`src/sv/sbbf_pkg.sv`:
```
// ----------------------------------------------------------------------------
// sbbf_pkg
// Shared types and constants for the split block Bloom filter: salts,
// block geometry, command codes, register map and back-end state codes.
// ----------------------------------------------------------------------------
`default_nettype none

package sbbf_pkg;

    // block geometry
    localparam int WORDS      = 8;
    localparam int WORD_W     = 32;
    localparam int BLOCK_W    = WORDS * WORD_W;
    localparam int POS_W      = 5;
    localparam int POS_SHIFT  = 27;

    // sizing defaults
    localparam int MAX_BLOCKS_DEF = 1024;
    localparam int QUEUE_DEPTH    = 4;

    // configuration register
    localparam int CFG_W      = 11;
    localparam int APB_ADDR_W = 3;
    localparam int APB_DATA_W = 32;
    localparam logic [CFG_W-1:0] BLOCKS_RESET = 11'd1024;

    // register word index, taken from paddr[2]
    localparam logic REG_BLOCKS_IN_USE = 1'b0;

    // fastrange product: 32-bit upper hash times block count
    localparam int FR_PROD_W = WORD_W + CFG_W;

    typedef enum logic {
        CMD_INSERT = 1'b0,
        CMD_QUERY  = 1'b1
    } cmd_t;

    typedef logic [WORDS-1:0][POS_W-1:0] pos_vec_t;

    typedef enum logic [2:0] {
        ST_CLEAR = 3'b001,
        ST_IDLE  = 3'b010,
        ST_EXEC  = 3'b100
    } back_state_t;

    localparam logic [WORD_W-1:0] SALTS [WORDS] = '{
        32'h47b6137b, 32'h44974d91, 32'h8824ad5b, 32'ha2b7289d,
        32'h705495c7, 32'h2df1424b, 32'h9efc4947, 32'h5c6bfb31
    };

    // one set bit per 32-bit word at the given positions
    function automatic logic [BLOCK_W-1:0] build_mask(pos_vec_t pos);
        logic [BLOCK_W-1:0] m;
        m = '0;
        for (int w = 0; w < WORDS; w++)
        begin
            m[w*WORD_W + int'(pos[w])] = 1'b1;
        end
        return m;
    endfunction

endpackage

`default_nettype wire

```
`src/sv/sbbf_front.sv`:
```
// ----------------------------------------------------------------------------
// sbbf_front
// Accepts hash beats, computes the fastrange block index and the eight bit
// positions, and holds the classified item in one register stage.
// ----------------------------------------------------------------------------
`default_nettype none

module sbbf_front #(
    parameter int MAX_BLOCKS = sbbf_pkg::MAX_BLOCKS_DEF,
    parameter int IDX_W      = (MAX_BLOCKS > 1) ? $clog2(MAX_BLOCKS) : 1
) (
    input  wire logic                        clk,
    input  wire logic                        rst_n,
    input  wire logic [sbbf_pkg::CFG_W-1:0]  blocks_in_use,
    input  wire logic                        in_valid,
    output logic                             in_ready,
    input  wire logic                        in_cmd,
    input  wire logic [63:0]                 in_hash,
    output logic                             out_valid,
    input  wire logic                        out_ready,
    output sbbf_pkg::cmd_t                   out_cmd,
    output logic [IDX_W-1:0]                 out_idx,
    output sbbf_pkg::pos_vec_t               out_pos
);

    logic                          valid_reg, valid_next;
    sbbf_pkg::cmd_t                cmd_reg;
    logic [IDX_W-1:0]              idx_reg;
    sbbf_pkg::pos_vec_t            pos_reg;

    logic                          accept;
    logic [sbbf_pkg::CFG_W-1:0]    eff_blocks;
    logic [sbbf_pkg::FR_PROD_W-1:0] fr_prod;
    logic [IDX_W-1:0]              idx_calc;
    sbbf_pkg::pos_vec_t            pos_calc;

    assign in_ready = !valid_reg || out_ready;
    assign accept   = in_valid && in_ready;

    // block count clamped to 1..MAX_BLOCKS
    always_comb
    begin
        eff_blocks = blocks_in_use;
        if (blocks_in_use == '0)
        begin
            eff_blocks = sbbf_pkg::CFG_W'(1);
        end
        else if (32'(blocks_in_use) > 32'(MAX_BLOCKS))
        begin
            eff_blocks = sbbf_pkg::CFG_W'(MAX_BLOCKS);
        end
    end

    // fastrange index: (upper * blocks) >> 32
    assign fr_prod  = sbbf_pkg::FR_PROD_W'(in_hash[63:32])
                    * sbbf_pkg::FR_PROD_W'(eff_blocks);
    assign idx_calc = IDX_W'(fr_prod[sbbf_pkg::FR_PROD_W-1:sbbf_pkg::WORD_W]);

    // salted key products, top five bits pick the bit in each word
    always_comb
    begin
        logic [sbbf_pkg::WORD_W-1:0] prod;
        prod = '0;
        for (int w = 0; w < sbbf_pkg::WORDS; w++)
        begin
            prod        = in_hash[31:0] * sbbf_pkg::SALTS[w];
            pos_calc[w] = prod[sbbf_pkg::POS_SHIFT +: sbbf_pkg::POS_W];
        end
    end

    // stage valid
    always_comb
    begin
        valid_next = valid_reg;
        if (accept)
        begin
            valid_next = 1'b1;
        end
        else if (out_ready)
        begin
            valid_next = 1'b0;
        end
    end

    always_ff @(posedge clk or negedge rst_n)
    begin
        if (!rst_n)
        begin
            valid_reg <= 1'b0;
        end
        else
        begin
            valid_reg <= valid_next;
        end
    end

    // stage payload
    always_ff @(posedge clk)
    begin
        if (accept)
        begin
            cmd_reg <= sbbf_pkg::cmd_t'(in_cmd);
            idx_reg <= idx_calc;
            pos_reg <= pos_calc;
        end
    end

    assign out_valid = valid_reg;
    assign out_cmd   = cmd_reg;
    assign out_idx   = idx_reg;
    assign out_pos   = pos_reg;

endmodule

`default_nettype wire

```
`config.mk`:
```
export PLATFORM = sky130hd
export DESIGN_NAME = sbbf_front
export DESIGN_NICKNAME = d
export VERILOG_FILES = /design/src/sv/sbbf_pkg.sv /design/src/sv/sbbf_front.sv
export SDC_FILE = /design/constraint.sdc
export NUM_CORES = 2
export LEC_CHECK = 0
export BUFFER_PORTS_ARGS = -buffer_cell sky130_fd_sc_hd__buf_2
export CAP_MARGIN = 20
export CORE_ASPECT_RATIO = 0.75
export CORE_UTILIZATION = 55
export CTS_CLUSTER_DIAMETER = 30
export DETAILED_ROUTE_END_ITERATION = 8
export PLACE_DENSITY = 0.82
export REMOVE_ABC_BUFFERS = 1
export SLEW_MARGIN = 15
export SYNTH_ARGS = -nofsm -noshare
export SYNTH_HDL_FRONTEND = slang
export SYNTH_SLANG_ARGS = --single-unit
```
`constraint.sdc`:
```
create_clock -name clk -period 2.6 [get_ports clk]
set_input_delay 0.52 -clock clk [delete_from_list [all_inputs] [get_ports clk]]
set_output_delay 0.52 -clock clk [all_outputs]
set_load 0.01 [all_outputs]
```
==> flow_summary.ini <==
[clocking]
cts_buffer_depth = 2
clock-root-buffer = clkbuf_16
numCtsBuffers = 5
cts_tree = built
cts.sink_count = 52
clk_pin_slew_ps = 90
clock_latency_ps = 370
cts-htree-levels = 2

[global_routing]
grt_use_total_pct = 48.5
gr-total-overflow = 0
grt_pass1_wl_mm = 388
grt_pass1_vias = 53000
antenna_found_initial = 12
grt_max_degree = 27

[logic_synthesis]
synth_cells = 6194
synth_top_area_cell = fa_1
synth-seq-area-share_pct = 2.46
synthTopCellsByArea = fa_1, ha_1, inv_1, xnor2_1, edfxtp_1
yosys_warnings = 0
dominantRegCellSynth = edfxtp_1
post_synth_instance_area_um2 = 63300
syn_avg_cell_area_um2 = 10.2
yosysTopAreaCellShare_pct = 49.6
ys_top_cells_by_count = inv_1, fa_1, ha_1
synth_edf_count = 51
synth.most_common_cell = inv_1
ys_types = 67
ys_ff_latch = 52
async_reset_ff_share_pct = 1.92

[placement]
portBuffers = 132
post-dp-hpwl_mm = 245
routabilityCongestion = 1.13

[timing]
worst_slack_ps = -4160
maxSlewViolCount = 0
fmax_mhz = 148
slew_headroom_pct = 56.1
tightest_slew_ps = 659
hold_viol = 0
hold-worst-slack_ps = 332
grt_setup_unrepaired = yes
period_minus_slack_ps = 6760
fin_crit_sh_pct = 260
setup_viol = 50
fin_worst_skew_ps = 17.1

[route]
wl_mm = 279
remaining_drc_errors = 0
drtPass1Iterations = 6
drt_iter0_drc = 5242
wire_per_inst_um = 31.0
antenna_left = 0
vias_per_cell = 5.55
dr_total_vias = 50000

[hold_path]
hp-start = in_cmd
min_path_cells = 1
worst_hold_path_type = primary input to flip-flop
min_to = out_cmd

[status]
violations = negative setup slack
outcome = finished with violations

[worst_setup_path]
crit_arrival_ps = 6870
rr_worst_depth = 3
worst-setup-path-type = primary input to flip-flop
cp_max_fo = 5
endpoint_kind = flip-flop
setup.reg_to_reg.worst_slack_ps = 1150
rr_startpoint = out_valid
rr_endpoint = out_pos[9]
cp-start-kind = primary input
cp.required_ps = 2710

[floorplan]
die_w_um = 394
coreArea_um2 = 114000
rows = 107
die_h_um = 296
dieArea_um2 = 117000
ios = 133
start_util_pct = 55.6

[finish]
layout-drive-gt1-share_pct = 25.5
final_core_util_pct = 70.1
nets = 10300
area_growth_pct = 26.0

[run]
maxCapViolations = 0
==> critical path, stage by stage <==
cell and delay, ps:
buf_2 170, buf_4 200, buf_4 180, fa_1 620, inv_1 70, fa_1 410
fa_1 540, inv_1 50, fa_1 490, inv_1 60, fa_1 480, fa_1 550
inv_1 50, fa_1 480, inv_1 50, fa_1 450, xor2_1 180, xnor2_1 190
xnor2_1 110, xnor2_1 230, xnor2_1 170, xnor3_1 370, xor2_1 220
==> cell families (layout without fill, tap and decap cells) <==
logic type / after synthesis / in the layout / synth area share [%]
adders and majority gates: 2765 / 2765 / 73.2
buffers and inverters: 2335 / 3615 / 13.8
and+or+nand+nor: 561 / 561 / 4.42
xor gates and xnor gates: 255 / 255 / 3.57
AOI/OAI and AO/OA: 226 / 226 / 2.48
DFF: 52 / 52 / 2.46
other: 0 / 6 / 0
==> what timing repair did <==
action,4_1_cts,5_1_grt
buffers inserted,88,80
hold endpoints to repair,1,0
endpoints found under the setup margin,50,50
resized for setup,587,290
cloned,3,0
pin swaps,254,256
hold buffers,1,0
==> flip-flops by register name, summed over array words and instances, names as in the netlist <==
name / flops
out_cmd: 1
out_idx: 10
out_pos: 40
out_valid: 1
==> layer usage <==
layer | global-route usage [%] | routed length (um) | vias to the layer above
li1 | - | - | 20600
met1 | 68.0 | 112000 | 25500
met2 | 66.3 | 110000 | 3089
met3 | 19.6 | 41900 | 693
met4 | 19.6 | 15500 | 19
met5 | 1.34 | 315 | -
==> cell usage in the layout (no fill, tap or decap), types with 21 or more instances in the layout <==
cell type and instances:
buf_6 103, xnor2_1 202, and2_1 146, inv_2 106
xor2_1 37, a21o_1 26, buf_4 1013, buf_12 96
ha_2 21, a21oi_2 24, fa_1 1440, ha_1 1073
edfxtp_1 51, ha_4 103, fa_2 128, buf_2 107
a21oi_1 36, nand2_1 202, nor2_1 36, and3_1 29
inv_1 2141
==> worst max-delay path by stage <==
stage	startpoint	to	slack, ps	cells past startpoint
after floorplan	blocks_in_use[6]	out_idx[9]	-4340	22
after global placement	in_hash[3]	out_pos[23]	-5280	27
after detailed placement	in_hash[3]	out_pos[23]	-5340	27
after CTS	in_hash[9]	out_pos[29]	-4250	25
after global routing	in_hash[9]	out_pos[4]	-4310	26
final	in_hash[23]	out_pos[4]	-4160	23
==> area by class of cell <==
class | instances | area, um2
clock buffer | 6 | 139
antenna | 6 | 15.0
timing repair buffer | 1340 | 11600
multi-input combinational | 3807 | 55900
sequential | 52 | 1560
inverter | 2267 | 8580
clock inverter | 2 | 38.8
fill | 8316 | 34000
tap | 1526 | 1910
==> metrics by stage <==
stage | std cells | cell area, um2 | setup slack [ps] | TNS [ps]
floorplan | 6126 | 63100 | -4340 | -181560
global route | 9001 | 79800 | -4310 | -201820
CTS | 8942 | 78100 | -4250 | -192060
global placement | 8850 | 74600 | -5280 | -233800
detailed placement | 8850 | 74600 | -5340 | -235880
finish | 9006 | 79800 | -4160 | -195920
Power is left out: the tool's default activity adds up to more than one toggle a clock period on the data nets, which glitch-free logic cannot reach.
