[config.mk]
export PLATFORM = sky130hd
export DESIGN_NAME = sbbf_queue
export DESIGN_NICKNAME = d
export VERILOG_FILES = /design/src/sv/sbbf_pkg.sv /design/src/sv/sbbf_queue.sv
export SDC_FILE = /design/constraint.sdc
export NUM_CORES = 1
export LEC_CHECK = 0
export BUFFER_PORTS_ARGS = -buffer_cell sky130_fd_sc_hd__buf_4
export CORE_MARGIN = 8
export CORE_UTILIZATION = 25
export CTS_BUF_LIST = sky130_fd_sc_hd__clkbuf_8 sky130_fd_sc_hd__clkbuf_16
export DETAILED_ROUTE_END_ITERATION = 8
export GPL_ROUTABILITY_DRIVEN = 0
export PLACE_DENSITY = 0.39
export RECOVER_POWER = 50
export SETUP_SLACK_MARGIN = 0.2
export SYNTH_ARGS = -nofsm -noshare
export SYNTH_HDL_FRONTEND = slang
export SYNTH_SLANG_ARGS = --single-unit
[constraint.sdc]
create_clock -name clk -period 2.2 [get_ports clk]
set_input_delay 0.22 -clock clk [delete_from_list [all_inputs] [get_ports clk]]
set_output_delay 0.22 -clock clk [all_outputs]
set_load 0.005 [all_outputs]
[src/sv/sbbf_pkg.sv]
// ----------------------------------------------------------------------------
// sbbf_pkg
// Shared types and constants for the split block Bloom filter: salts,
// block geometry, command codes, register map and back-end state codes.
// ----------------------------------------------------------------------------
`default_nettype none

package sbbf_pkg;

    // block geometry
    localparam int WORDS      = 8;
    localparam int WORD_W     = 32;
    localparam int BLOCK_W    = WORDS * WORD_W;
    localparam int POS_W      = 5;
    localparam int POS_SHIFT  = 27;

    // sizing defaults
    localparam int MAX_BLOCKS_DEF = 1024;
    localparam int QUEUE_DEPTH    = 4;

    // configuration register
    localparam int CFG_W      = 11;
    localparam int APB_ADDR_W = 3;
    localparam int APB_DATA_W = 32;
    localparam logic [CFG_W-1:0] BLOCKS_RESET = 11'd1024;

    // register word index, taken from paddr[2]
    localparam logic REG_BLOCKS_IN_USE = 1'b0;

    // fastrange product: 32-bit upper hash times block count
    localparam int FR_PROD_W = WORD_W + CFG_W;

    typedef enum logic {
        CMD_INSERT = 1'b0,
        CMD_QUERY  = 1'b1
    } cmd_t;

    typedef logic [WORDS-1:0][POS_W-1:0] pos_vec_t;

    typedef enum logic [2:0] {
        ST_CLEAR = 3'b001,
        ST_IDLE  = 3'b010,
        ST_EXEC  = 3'b100
    } back_state_t;

    localparam logic [WORD_W-1:0] SALTS [WORDS] = '{
        32'h47b6137b, 32'h44974d91, 32'h8824ad5b, 32'ha2b7289d,
        32'h705495c7, 32'h2df1424b, 32'h9efc4947, 32'h5c6bfb31
    };

    // one set bit per 32-bit word at the given positions
    function automatic logic [BLOCK_W-1:0] build_mask(pos_vec_t pos);
        logic [BLOCK_W-1:0] m;
        m = '0;
        for (int w = 0; w < WORDS; w++)
        begin
            m[w*WORD_W + int'(pos[w])] = 1'b1;
        end
        return m;
    endfunction

endpackage

`default_nettype wire

[src/sv/sbbf_queue.sv]
// ----------------------------------------------------------------------------
// sbbf_queue
// Short first-in first-out queue between the front and the back end.
// ----------------------------------------------------------------------------
`default_nettype none

module sbbf_queue #(
    parameter int DATA_W = 8,
    parameter int DEPTH  = sbbf_pkg::QUEUE_DEPTH
) (
    input  wire logic              clk,
    input  wire logic              rst_n,
    input  wire logic              wr_valid,
    output logic                   wr_ready,
    input  wire logic [DATA_W-1:0] wr_data,
    output logic                   rd_valid,
    input  wire logic              rd_ready,
    output logic [DATA_W-1:0]      rd_data
);

    localparam int PTR_W = (DEPTH > 1) ? $clog2(DEPTH) : 1;
    localparam int CNT_W = $clog2(DEPTH + 1);

    logic [DATA_W-1:0] slots [DEPTH];
    logic [PTR_W-1:0]  wr_ptr_reg, wr_ptr_next;
    logic [PTR_W-1:0]  rd_ptr_reg, rd_ptr_next;
    logic [CNT_W-1:0]  count_reg, count_next;
    logic              push, pop;

    assign wr_ready = (count_reg != CNT_W'(DEPTH));
    assign rd_valid = (count_reg != '0);
    assign push     = wr_valid && wr_ready;
    assign pop      = rd_valid && rd_ready;
    assign rd_data  = slots[rd_ptr_reg];

    // pointer and count update
    always_comb
    begin
        wr_ptr_next = wr_ptr_reg;
        rd_ptr_next = rd_ptr_reg;
        count_next  = count_reg;
        if (push)
        begin
            wr_ptr_next = (wr_ptr_reg == PTR_W'(DEPTH - 1)) ? '0 : wr_ptr_reg + 1'b1;
        end
        if (pop)
        begin
            rd_ptr_next = (rd_ptr_reg == PTR_W'(DEPTH - 1)) ? '0 : rd_ptr_reg + 1'b1;
        end
        if (push && !pop)
        begin
            count_next = count_reg + 1'b1;
        end
        else if (pop && !push)
        begin
            count_next = count_reg - 1'b1;
        end
    end

    always_ff @(posedge clk or negedge rst_n)
    begin
        if (!rst_n)
        begin
            wr_ptr_reg <= '0;
            rd_ptr_reg <= '0;
            count_reg  <= '0;
        end
        else
        begin
            wr_ptr_reg <= wr_ptr_next;
            rd_ptr_reg <= rd_ptr_next;
            count_reg  <= count_next;
        end
    end

    // storage
    always_ff @(posedge clk)
    begin
        if (push)
        begin
            slots[wr_ptr_reg] <= wr_data;
        end
    end

endmodule

`default_nettype wire

==> impl_results.md, run 1 <==
* Sw Share at 0.2943
* Total Power at 2533 uW
* Core area at 6241 um^2
* DP HPWL at 2.067 mm
* Syn Area/Cell at 20.44 um^2
* Gate power share at 0.358
* Ant. Diodes at 0
* Worst Setup Path Type: reg -> reg
* Total grt overflow at 0
* Die area at 9187 um^2
* Number of max-cap violations at 0
* Static Leakage at 0.0007177 uW
* Period minus WS final at 2.014 ns
* Crit path arrival time at roughly 2.2 ns
* Drt pass-1 iters at 4
* Period utilization at 0.9152
* Synth Cell Area at 1594 um^2
* Antenna violations before repair at 0
* Antenna Nets Post-Route at 0
* Via count at 804
* Most frequent cells in the layout: edfxtp_1 (32), buf_4 (18), clkbuf_1 (9)
* VDD IR-drop max at 0.6375 mV
* Final instance area at a little under 2000 um^2
* Initial Util at 0.2554
* IO Count at 22
* Multi-input gate area at 459.2 um^2
* Vias in the first global route at about 930
* Die Height at between 90 and 100 um
* Power Density at 1280 nW/um^2
* GRT Util Overall at 0.07133
* WL final at between 2 and 3 mm
* Top cell type by total area after synthesis: edfxtp_1
* Sequential share of power at 0.461
* Share of the synthesized area in the top cell type at 0.6028
* #FFs+latches synth at 39
* Top post-synthesis cells by area: edfxtp_1 (60%), mux4_2 (11%), dfrtp_1 (11%)
* Largest register FFs at 32
* Yosys warns at 0
* Worst R2R Path Depth at 7
* Clock sink count at 39
* Hold Vio Cnt, Final at 0
* CTS tree: built
* Setup-failing EPs final at 0
* Syn-to-layout area delta at 24.10%
* Die W at 95.85 um
* WL/cell at 15.73 um
* DR vias/cell at 4.232
* Least-Margin Pin Slew at 0.4836 ns
* Internal Pwr Total at approximately 1800 uW
* Worst skew pair latency at 0.28 ns
* Number of CTS-inserted buffers at 5
* Worst-path clk slew at 0.08 ns
* Post-synthesis cell count at 78
* Post-synthesis net count at 97
* Unrepaired setup endpoints after global routing: true
* Hold path depth at 1
* Layout cells sized above 1 at 0.4336
* Synth Flop Type: edfxtp_1
* Seq/Total Area, Yosys at 0.7127
* # nets final at 131
* Clock root cell: clkbuf_8
* Port Buf Inserts at 21
* Clock power frac at 0.181
* # fillers at around 650
* Initial DRC count at 50
* Seq. cell area at 1137 um^2
* FMAX at 0.4966 GHz
* First-pass GRT wire length at between 4 and 5 mm
* Yosys cell types at 18
* Largest net degree at the start of global routing at 13
* Run status: complete, no violations
* CP max FO at 3
* Remaining design rule violation count at 0
* # rows at 29
* # H-tree levels at 2
* Crit. End Element: flop
* NetSw at 745.4 uW
* Hold Path Class: in -> reg
* TNS Setup at 0 ns
* Startpoint types: flop
* Dpl cell area at 1848 um^2
* EDFF count, synth at 32
* Fin. max-slew vios at 0
* Layout Skew at 0.004194 ns
* Async SR Flop Fraction at 0.1795
* Commonest non-fill, non-tap cell in the layout: edfxtp_1
* Slew margin rel. at 0.6776
* Clock Path Buffers at 2
* Req. time, crit path at 2.37 ns
[what timing repair did]
action | CTS | global route
resized for setup | 4 | 2
hold buffers | 1 | 0
buffers inserted | 6 | 1
endpoints found under the setup margin | 10 | 2
pin swaps | 3 | 3
endpoints found under the hold margin | 7 | 0
[Yosys cell counts, drive strengths merged (2+ instances only)]
cell	n
buf	2
inv	3
ha	6
mux2	5
dfrtp	7
edfxtp	32
nor2	3
xor2	2
and3	4
mux4	8
[stage by stage]
stage | setup WS, ns | util | cells | hold slack [ns]
2_1_floorplan | 0.2116 | - | 78 | -0.07559
3_3_place_gp | 0.1665 | 0.2961 | 174 | 0.04045
6_report | 0.1865 | 0.3170 | 190 | 0.1943
5_1_grt | 0.09909 | 0.3170 | 190 | 0.1910
3_5_place_dp | 0.1392 | 0.2961 | 174 | 0.04460
4_1_cts | 0.1838 | 0.3210 | 189 | 0.1292
[worst max-delay path: stages, from the launching register on]
cell and delay [ns]:
dfrtp_1 0.39, buf_6 0.11, or3b_4 0.36, and2_4 0.16, ha_4 0.16, inv_2 0.06
fa_2 0.41, mux2_2 0.26
[power by group through the flow]
stage	clock network [uW]	registers (uW)	logic, uW
final	458	1170	906
after global routing	508	1210	1000
after CTS	475	1180	926
after detailed placement	0	1200	830
after global placement	0	1190	826
after floorplan	0	1080	586
[worst paths after layout]
| path | start | endpoint | slack, ns |
|---|---|---|---|
| worst max-delay path | count_reg[2]$_DFFE_PN0P_ | count_reg[1]$_DFFE_PN0P_ | 0.19 |
| worst min-delay path | wr_data[0] | slots[3][0]$_DFFE_PP_ | 0.19 |
| worst max register to register | count_reg[2]$_DFFE_PN0P_ | count_reg[1]$_DFFE_PN0P_ | 0.19 |
| worst min register to register | wr_ptr_reg[1]$_DFFE_PN0P_ | wr_ptr_reg[1]$_DFFE_PN0P_ | 0.58 |
| max in group asynchronous | rst_n | rd_ptr_reg[0]$_DFFE_PN0P_ | 1.51 |
| min in group asynchronous | rst_n | count_reg[2]$_DFFE_PN0P_ | 0.37 |
[per-layer routing]
metal / GRT usage / share of wire
met5: 0 / 0
met4: 0.02689 / 0.0090
met3: 0.02886 / 0.059
met2: 0.1246 / 0.53
met1: 0.07553 / 0.40
[area by class of cell]
cell class	instances	area share
clock buffers	5	0.03479
clock inverters	3	0.007590
multi-input cells	34	0.2321
flip-flops and latches	39	0.5750
inverters	3	0.005693
repair buffers	29	0.09614
well taps	77	0.04870
[cell families after synthesis]
kind of cell	synth area share
DFF	0.7127
muxes	0.1531
and+or+nand+nor	0.04553
adders and majority gates	0.05965
buffers and inverters	0.01255
xor gates and xnor gates	0.01649
No activity file was read; power rests on OpenSTA's default activity.
==> run 2, diff against run 1 <==
--- a/config.mk
+++ b/config.mk
@@ -6,7 +6,7 @@
 export NUM_CORES = 1
 export LEC_CHECK = 0
 export BUFFER_PORTS_ARGS = -buffer_cell sky130_fd_sc_hd__buf_4
-export CORE_MARGIN = 8
+export CORE_MARGIN = 10
 export CORE_UTILIZATION = 25
 export CTS_BUF_LIST = sky130_fd_sc_hd__clkbuf_8 sky130_fd_sc_hd__clkbuf_16
 export DETAILED_ROUTE_END_ITERATION = 8
==> impl_results.md, run 2 (same netlist as run 1, synthesis figures left out) <==
* Die area at 9970 um^2 (+8.5%)
* Port Buf Inserts at 21 (unchanged)
* Uppermost layer routed: met4
* Fin util at 0.3109 (-0.006018)
* Total grt overflow at 0 (unchanged)
* Worst Setup Path Type: reg -> reg
* Antenna violations before repair at 0 (unchanged)
* WL final at 2.999 mm (+0.33%)
* Fin. max-slew vios at 0 (unchanged)
* Layout Skew at 0.003026 ns (-0.001168 ns)
* Startpoint types: flop
* Met3 routed WL at 148 um (-16%)
* Layout cells sized above 1 at 0.4054 (-0.02822)
* Via count at 795 (-1.1%)
* Ant. Diodes at 0 (unchanged)
* Largest net degree at the start of global routing at 13 (unchanged)
* CP endpoint: count_reg[1]$_DFFE_PN0P_
* # rows at 29 (unchanged)
* # nets final at 129 (-1.5%)
* Crit. End Element: flop
* Commonest non-fill, non-tap cell in the layout: edfxtp_1
* Drt pass-1 iters at 3 (-1)
* Unrepaired setup endpoints after global routing: true
* Met1 Routed Length at 1.346 mm (+13%)
* Run status: complete, no violations
* Req. time, crit path at 2.37 ns (about the same)
* Worst r2r src: count_reg[1]$_DFFE_PN0P_
* Clock sink count at 39 (unchanged)
* Remaining design rule violation count at 0 (unchanged)
* Number of max-cap violations at 0 (unchanged)
* Worst-path clk slew at 0.07 ns (about the same)
* Hold Vio Cnt, Final at 0 (unchanged)
* Initial Util at 0.2539 (-0.001476)
* Period minus WS final at 1.990 ns (-0.02312 ns)
* Most frequent cells in the layout: edfxtp_1 (32), buf_4 (16), clkbuf_1 (9)
* TNS Setup at 0 ns (unchanged)
* Die W at 99.85 um (+4.2%)
* Worst R2R Path Depth at 6 (-1)
* GRT Util Overall at 0.06355 (-0.007783)
* VDD IR-drop max at 0.4969 mV (-22%)
* # H-tree levels at 2 (unchanged)
* Initial DRC count at 25 (-50%)
* Setup-failing EPs final at 0 (unchanged)
* WL/cell at 15.95 um (+1.4%)
* Met2 routed wirelength at 1.466 mm (-8.1%)
* Hold Path Class: in -> reg
* CP max FO at 4 (+1)
* Clock root cell: clkbuf_8
* Least-Margin Pin Slew at 0.4633 ns (-0.02027 ns)
* Total Power at 2495 uW (-1.5%)
* Power Density at 1278 nW/um^2 (-0.14%)
* R2R Setup Slk at 0.21 ns (+0.02 ns)
* Clock Path Buffers at 2 (unchanged)
* Antenna Nets Post-Route at 0 (unchanged)
* Number of CTS-inserted buffers at 5 (unchanged)
* Period utilization at 0.9047 (-0.01051)
* Vias in the first global route at 870 (-6.7%)
* Slew margin rel. at 0.6911 (+0.01351)
* Largest register FFs at 32 (unchanged)
* # fillers at 623 (-4.3%)
* First-pass GRT wire length at 4.795 mm (+2.1%)
* Static Leakage at 0.0007144 uW (-0.45%)
* CTS tree: built
* Crit path arrival time at 2.16 ns (-0.02 ns)
* FMAX at 0.5024 GHz (+1.2%)
* Worst skew pair latency at 0.28 ns (about the same)
* Die Height at 99.85 um (+4.2%)
* DP HPWL at 2.026 mm (-2.0%)
* DR vias/cell at 4.229 (about the same)
* R2r endpoint: count_reg[1]$_DFFE_PN0P_
* CP startpoint: count_reg[1]$_DFFE_PN0P_
* Core area at 6277 um^2 (+0.58%)
* Syn-to-layout area delta at 22.45%
* IO Count at 22 (unchanged)
## run 2: cell count changes in the layout (fill, tap and decap cells not counted)
| cell | previous run | this run |
|---|---|---|
| nand2_4 | 1 | 0 |
| clkinv_1 | 2 | 0 |
| buf_4 | 18 | 16 |
| or3b_1 | 0 | 1 |
| clkbuf_4 | 0 | 1 |
| mux2_2 | 3 | 2 |
| nand2_1 | 0 | 1 |
| buf_6 | 1 | 0 |
| fa_1 | 0 | 1 |
| fa_2 | 1 | 0 |
| or3b_4 | 1 | 0 |
| mux2_4 | 2 | 3 |
| clkinv_2 | 0 | 1 |
| inv_1 | 2 | 3 |
## run 2: worst min-delay path by stage
stage | start | to | depth (start not counted)
2_1_floorplan | rst_n | count_reg[0]$_DFFE_PN0P_ | 0
3_3_place_gp | rst_n | count_reg[2]$_DFFE_PN0P_ | 1
3_5_place_dp | rst_n | count_reg[1]$_DFFE_PN0P_ | 1
4_1_cts | wr_data[3] | slots[0][3]$_DFFE_PP_ | 1
5_1_grt | wr_data[5] | slots[0][5]$_DFFE_PP_ | 1
6_report | wr_data[3] | slots[0][3]$_DFFE_PP_ | 1
## run 2: worst max-delay path, stage by stage, from the launching register on
cell,delay [ns]
dfrtp_1,0.41
or3b_1,0.41
and2_4,0.17
ha_4,0.16
inv_2,0.05
fa_1,0.40
mux2_4,0.28
## run 2: timing repair
| action | 4_1_cts | 5_1_grt |
|---|---|---|
| resized for setup | 2 | 3 |
| setup buffers | 3 | 2 |
| cloned | 0 | 0 |
| pin swaps | 3 | 1 |
| setup endpoints to repair | 10 | 2 |
| endpoints found under the hold margin | 7 | 0 |
| hold buffers | 1 | 0 |
## run 2: stage by stage
| stage | hold slack, ns | area (um^2) | worst slack, ns | instances |
|---|---|---|---|---|
| 5_1_grt | 0.1917 | 1952 | 0.1075 | 188 |
| 3_3_place_gp | 0.03825 | 1848 | 0.1664 | 174 |
| 4_1_cts | 0.1177 | 1972 | 0.1866 | 186 |
| 3_5_place_dp | 0.04341 | 1848 | 0.1363 | 174 |
| 2_1_floorplan | -0.07559 | 1603 | 0.2116 | 78 |
| 6_report | 0.1920 | 1952 | 0.2096 | 188 |
## run 2: area by class of cell
| class | instances | area (um^2) | share of cell area |
|---|---|---|---|
| Tap cell | 77 | 96.34 | 0.04936 |
| Clock inverter | 3 | 16.27 | 0.008333 |
| Sequential cell | 39 | 1137 | 0.5827 |
| Inverter | 3 | 11.26 | 0.005769 |
| Clock buffer | 5 | 68.82 | 0.03526 |
| Multi-Input combinational cell | 34 | 450.4 | 0.2308 |
| Timing Repair Buffer | 27 | 171.4 | 0.08782 |
## run 2: where the power goes
group | switching [uW] | total [uW] | internal (uW)
clock network | 238 | 455 | 217
logic | 334 | 874 | 539
registers | 165 | 1170 | 1000
total | 738 | 2500 | 1760
## run 2: per-layer routing
metal / GRT usage / vias to the layer above
li1: - / 364
met1: 0.07538 / 410
met2: 0.09856 / 17
met3: 0.02747 / 4
met4: 0.02646 / 0
met5: 0 / -
==> run 3, diff against run 2 <==
--- a/config.mk
+++ b/config.mk
@@ -8,7 +8,7 @@
 export BUFFER_PORTS_ARGS = -buffer_cell sky130_fd_sc_hd__buf_4
 export CORE_MARGIN = 10
 export CORE_UTILIZATION = 25
-export CTS_BUF_LIST = sky130_fd_sc_hd__clkbuf_8 sky130_fd_sc_hd__clkbuf_16
+export CTS_BUF_LIST = sky130_fd_sc_hd__clkbuf_2 sky130_fd_sc_hd__clkbuf_4 sky130_fd_sc_hd__clkbuf_8
 export DETAILED_ROUTE_END_ITERATION = 8
 export GPL_ROUTABILITY_DRIVEN = 0
 export PLACE_DENSITY = 0.39
==> impl_results.md, run 3 (same netlist as run 1, synthesis figures left out) <==
* Largest register FFs at 32 (unchanged)
* Req. time, crit path at 2.37 ns (about the same)
* Antenna violations before repair at 0 (unchanged)
* Worst skew pair latency at 0.28 ns (about the same)
* # nets final at 129 (unchanged)
* Syn-to-layout area delta at 22.68%
* Die W at 99.85 um (unchanged)
* Clock Path Buffers at 2 (unchanged)
* GRT Util Overall at 0.06355 (unchanged)
* Startpoint types: flop
* Period utilization at 0.9047 (unchanged)
* Commonest non-fill, non-tap cell in the layout: edfxtp_1
* Power Density at 1285 nW/um^2 (+0.51%)
* FMAX at 0.5024 GHz (unchanged)
* Crit path arrival time at 2.16 ns (about the same)
* Via count at 796 (+0.13%)
* Vias in the first global route at 870 (unchanged)
* Clock root cell: clkbuf_8
* Ant. Diodes at 0 (unchanged)
* Most frequent cells in the layout: edfxtp_1 (32), buf_4 (16), clkbuf_1 (9)
* VDD IR-drop max at 0.4968 mV (about the same)
* Drt pass-1 iters at 3 (unchanged)
* # H-tree levels at 2 (unchanged)
* Period minus WS final at 1.990 ns (unchanged)
* Crit. End Element: flop
* Die area at 9970 um^2 (unchanged)
* Crit-path cells: or3b_1 > and2_4 > ha_4 > inv_2 > fa_1 > mux2_4
* Least-Margin Pin Slew at 0.4635 ns (+0.0001837 ns)
* Hold WS at 0.1919 ns (-0.00006600 ns)
* Hold Vio Cnt, Final at 0 (unchanged)
* CP max FO at 4 (unchanged)
* Clock sink count at 39 (unchanged)
* Unrepaired setup endpoints after global routing: true
* Hold Path Class: in -> reg
* Fin util at 0.3115 (+0.0005980)
* Initial Util at 0.2539 (unchanged)
* DP HPWL at 2.026 mm (unchanged)
* Run status: complete, no violations
* Layout Skew at 0.003026 ns (unchanged)
* Port Buf Inserts at 21 (unchanged)
* DR vias/cell at 4.234 (+0.13%)
* Initial DRC count at 25 (unchanged)
* Slew margin rel. at 0.6910 (about the same)
* Top cell family by delay on the critical path: simple AND/OR/NAND/NOR gates
* Number of CTS-inserted buffers at 5 (unchanged)
* WL final at 2.996 mm (-0.10%)
* IO Count at 22 (unchanged)
* WL/cell at 15.94 um (-0.10%)
* Total grt overflow at 0 (unchanged)
* Worst-path clk slew at 0.07 ns (about the same)
* Worst Setup Path Type: reg -> reg
* CTS tree: built
* Remaining design rule violation count at 0 (unchanged)
* First-pass GRT wire length at 4.795 mm (unchanged)
* Total Power at 2513 uW (+0.70%)
* Layout cells sized above 1 at 0.4144 (+0.009009)
* Worst path max stage delay at 0.41 ns (about the same)
* TNS Setup at 0 ns (unchanged)
* Largest net degree at the start of global routing at 13 (unchanged)
* Setup-failing EPs final at 0 (unchanged)
* Static Leakage at 0.0007137 uW (-0.10%)
* WP buf/inv at 1 (unchanged)
* Fin. max-slew vios at 0 (unchanged)
* Worst path slowest cell: dfrtp_1
* Antenna Nets Post-Route at 0 (unchanged)
* Die Height at 99.85 um (unchanged)
* Number of max-cap violations at 0 (unchanged)
* # rows at 29 (unchanged)
* Core area at 6277 um^2 (unchanged)
## run 3: cell type report
type,count,area [um^2]
Tap cell,77,96.34
Timing Repair Buffer,27,171.4
Clock inverter,2,12.51
Fill cell,624,4322
Multi-Input combinational cell,34,450.4
Clock buffer,6,76.32
Inverter,3,11.26
Sequential cell,39,1137
## run 3: routing by layer
metal	routed length, um	vias up	global-route usage
li1	-	365	-
met4	38	0	0.02646
met1	1342	410	0.07538
met3	148	4	0.02747
met5	0	-	0
met2	1467	17	0.09856
## run 3: path summary, 6_finish.rpt
check | endpoint | startpoint | slack, ns | depth (start not counted)
max | count_reg[1]$_DFFE_PN0P_ | count_reg[1]$_DFFE_PN0P_ | 0.21 | 6
min | slots[0][3]$_DFFE_PP_ | wr_data[3] | 0.19 | 1
max reg2reg | count_reg[1]$_DFFE_PN0P_ | count_reg[1]$_DFFE_PN0P_ | 0.21 | 6
min reg2reg | count_reg[2]$_DFFE_PN0P_ | count_reg[2]$_DFFE_PN0P_ | 0.58 | 2
max in group asynchronous | rd_ptr_reg[0]$_DFFE_PN0P_ | rst_n | 1.54 | 2
min in group asynchronous | count_reg[2]$_DFFE_PN0P_ | rst_n | 0.36 | 2
## run 3: through the flow
stage                     std cells  area (um^2)  setup slack (ns)
after floorplan                  78         1603            0.2116
after global placement          174         1848            0.1664
after detailed placement        174         1848            0.1363
after CTS                       186         1976            0.1866
after global routing            188         1956            0.1075
final                           188         1956            0.2096
## run 3: what timing repair did
action,in CTS,in global routing
endpoints found under the hold margin,7,0
setup buffers,3,2
endpoints found under the setup margin,10,2
pin swaps,3,1
resized for setup,2,3
gates cloned,0,0
hold buffers,1,0
## run 3: power breakdown
| part | leakage (uW) | total (uW) | internal [uW] | switching (uW) |
|---|---|---|---|---|
| clock | 0.0000446 | 473 | 234 | 239 |
| combinational | 0.000295 | 874 | 539 | 334 |
| sequential | 0.000374 | 1170 | 1000 | 165 |
| total | 0.000714 | 2510 | 1770 | 738 |
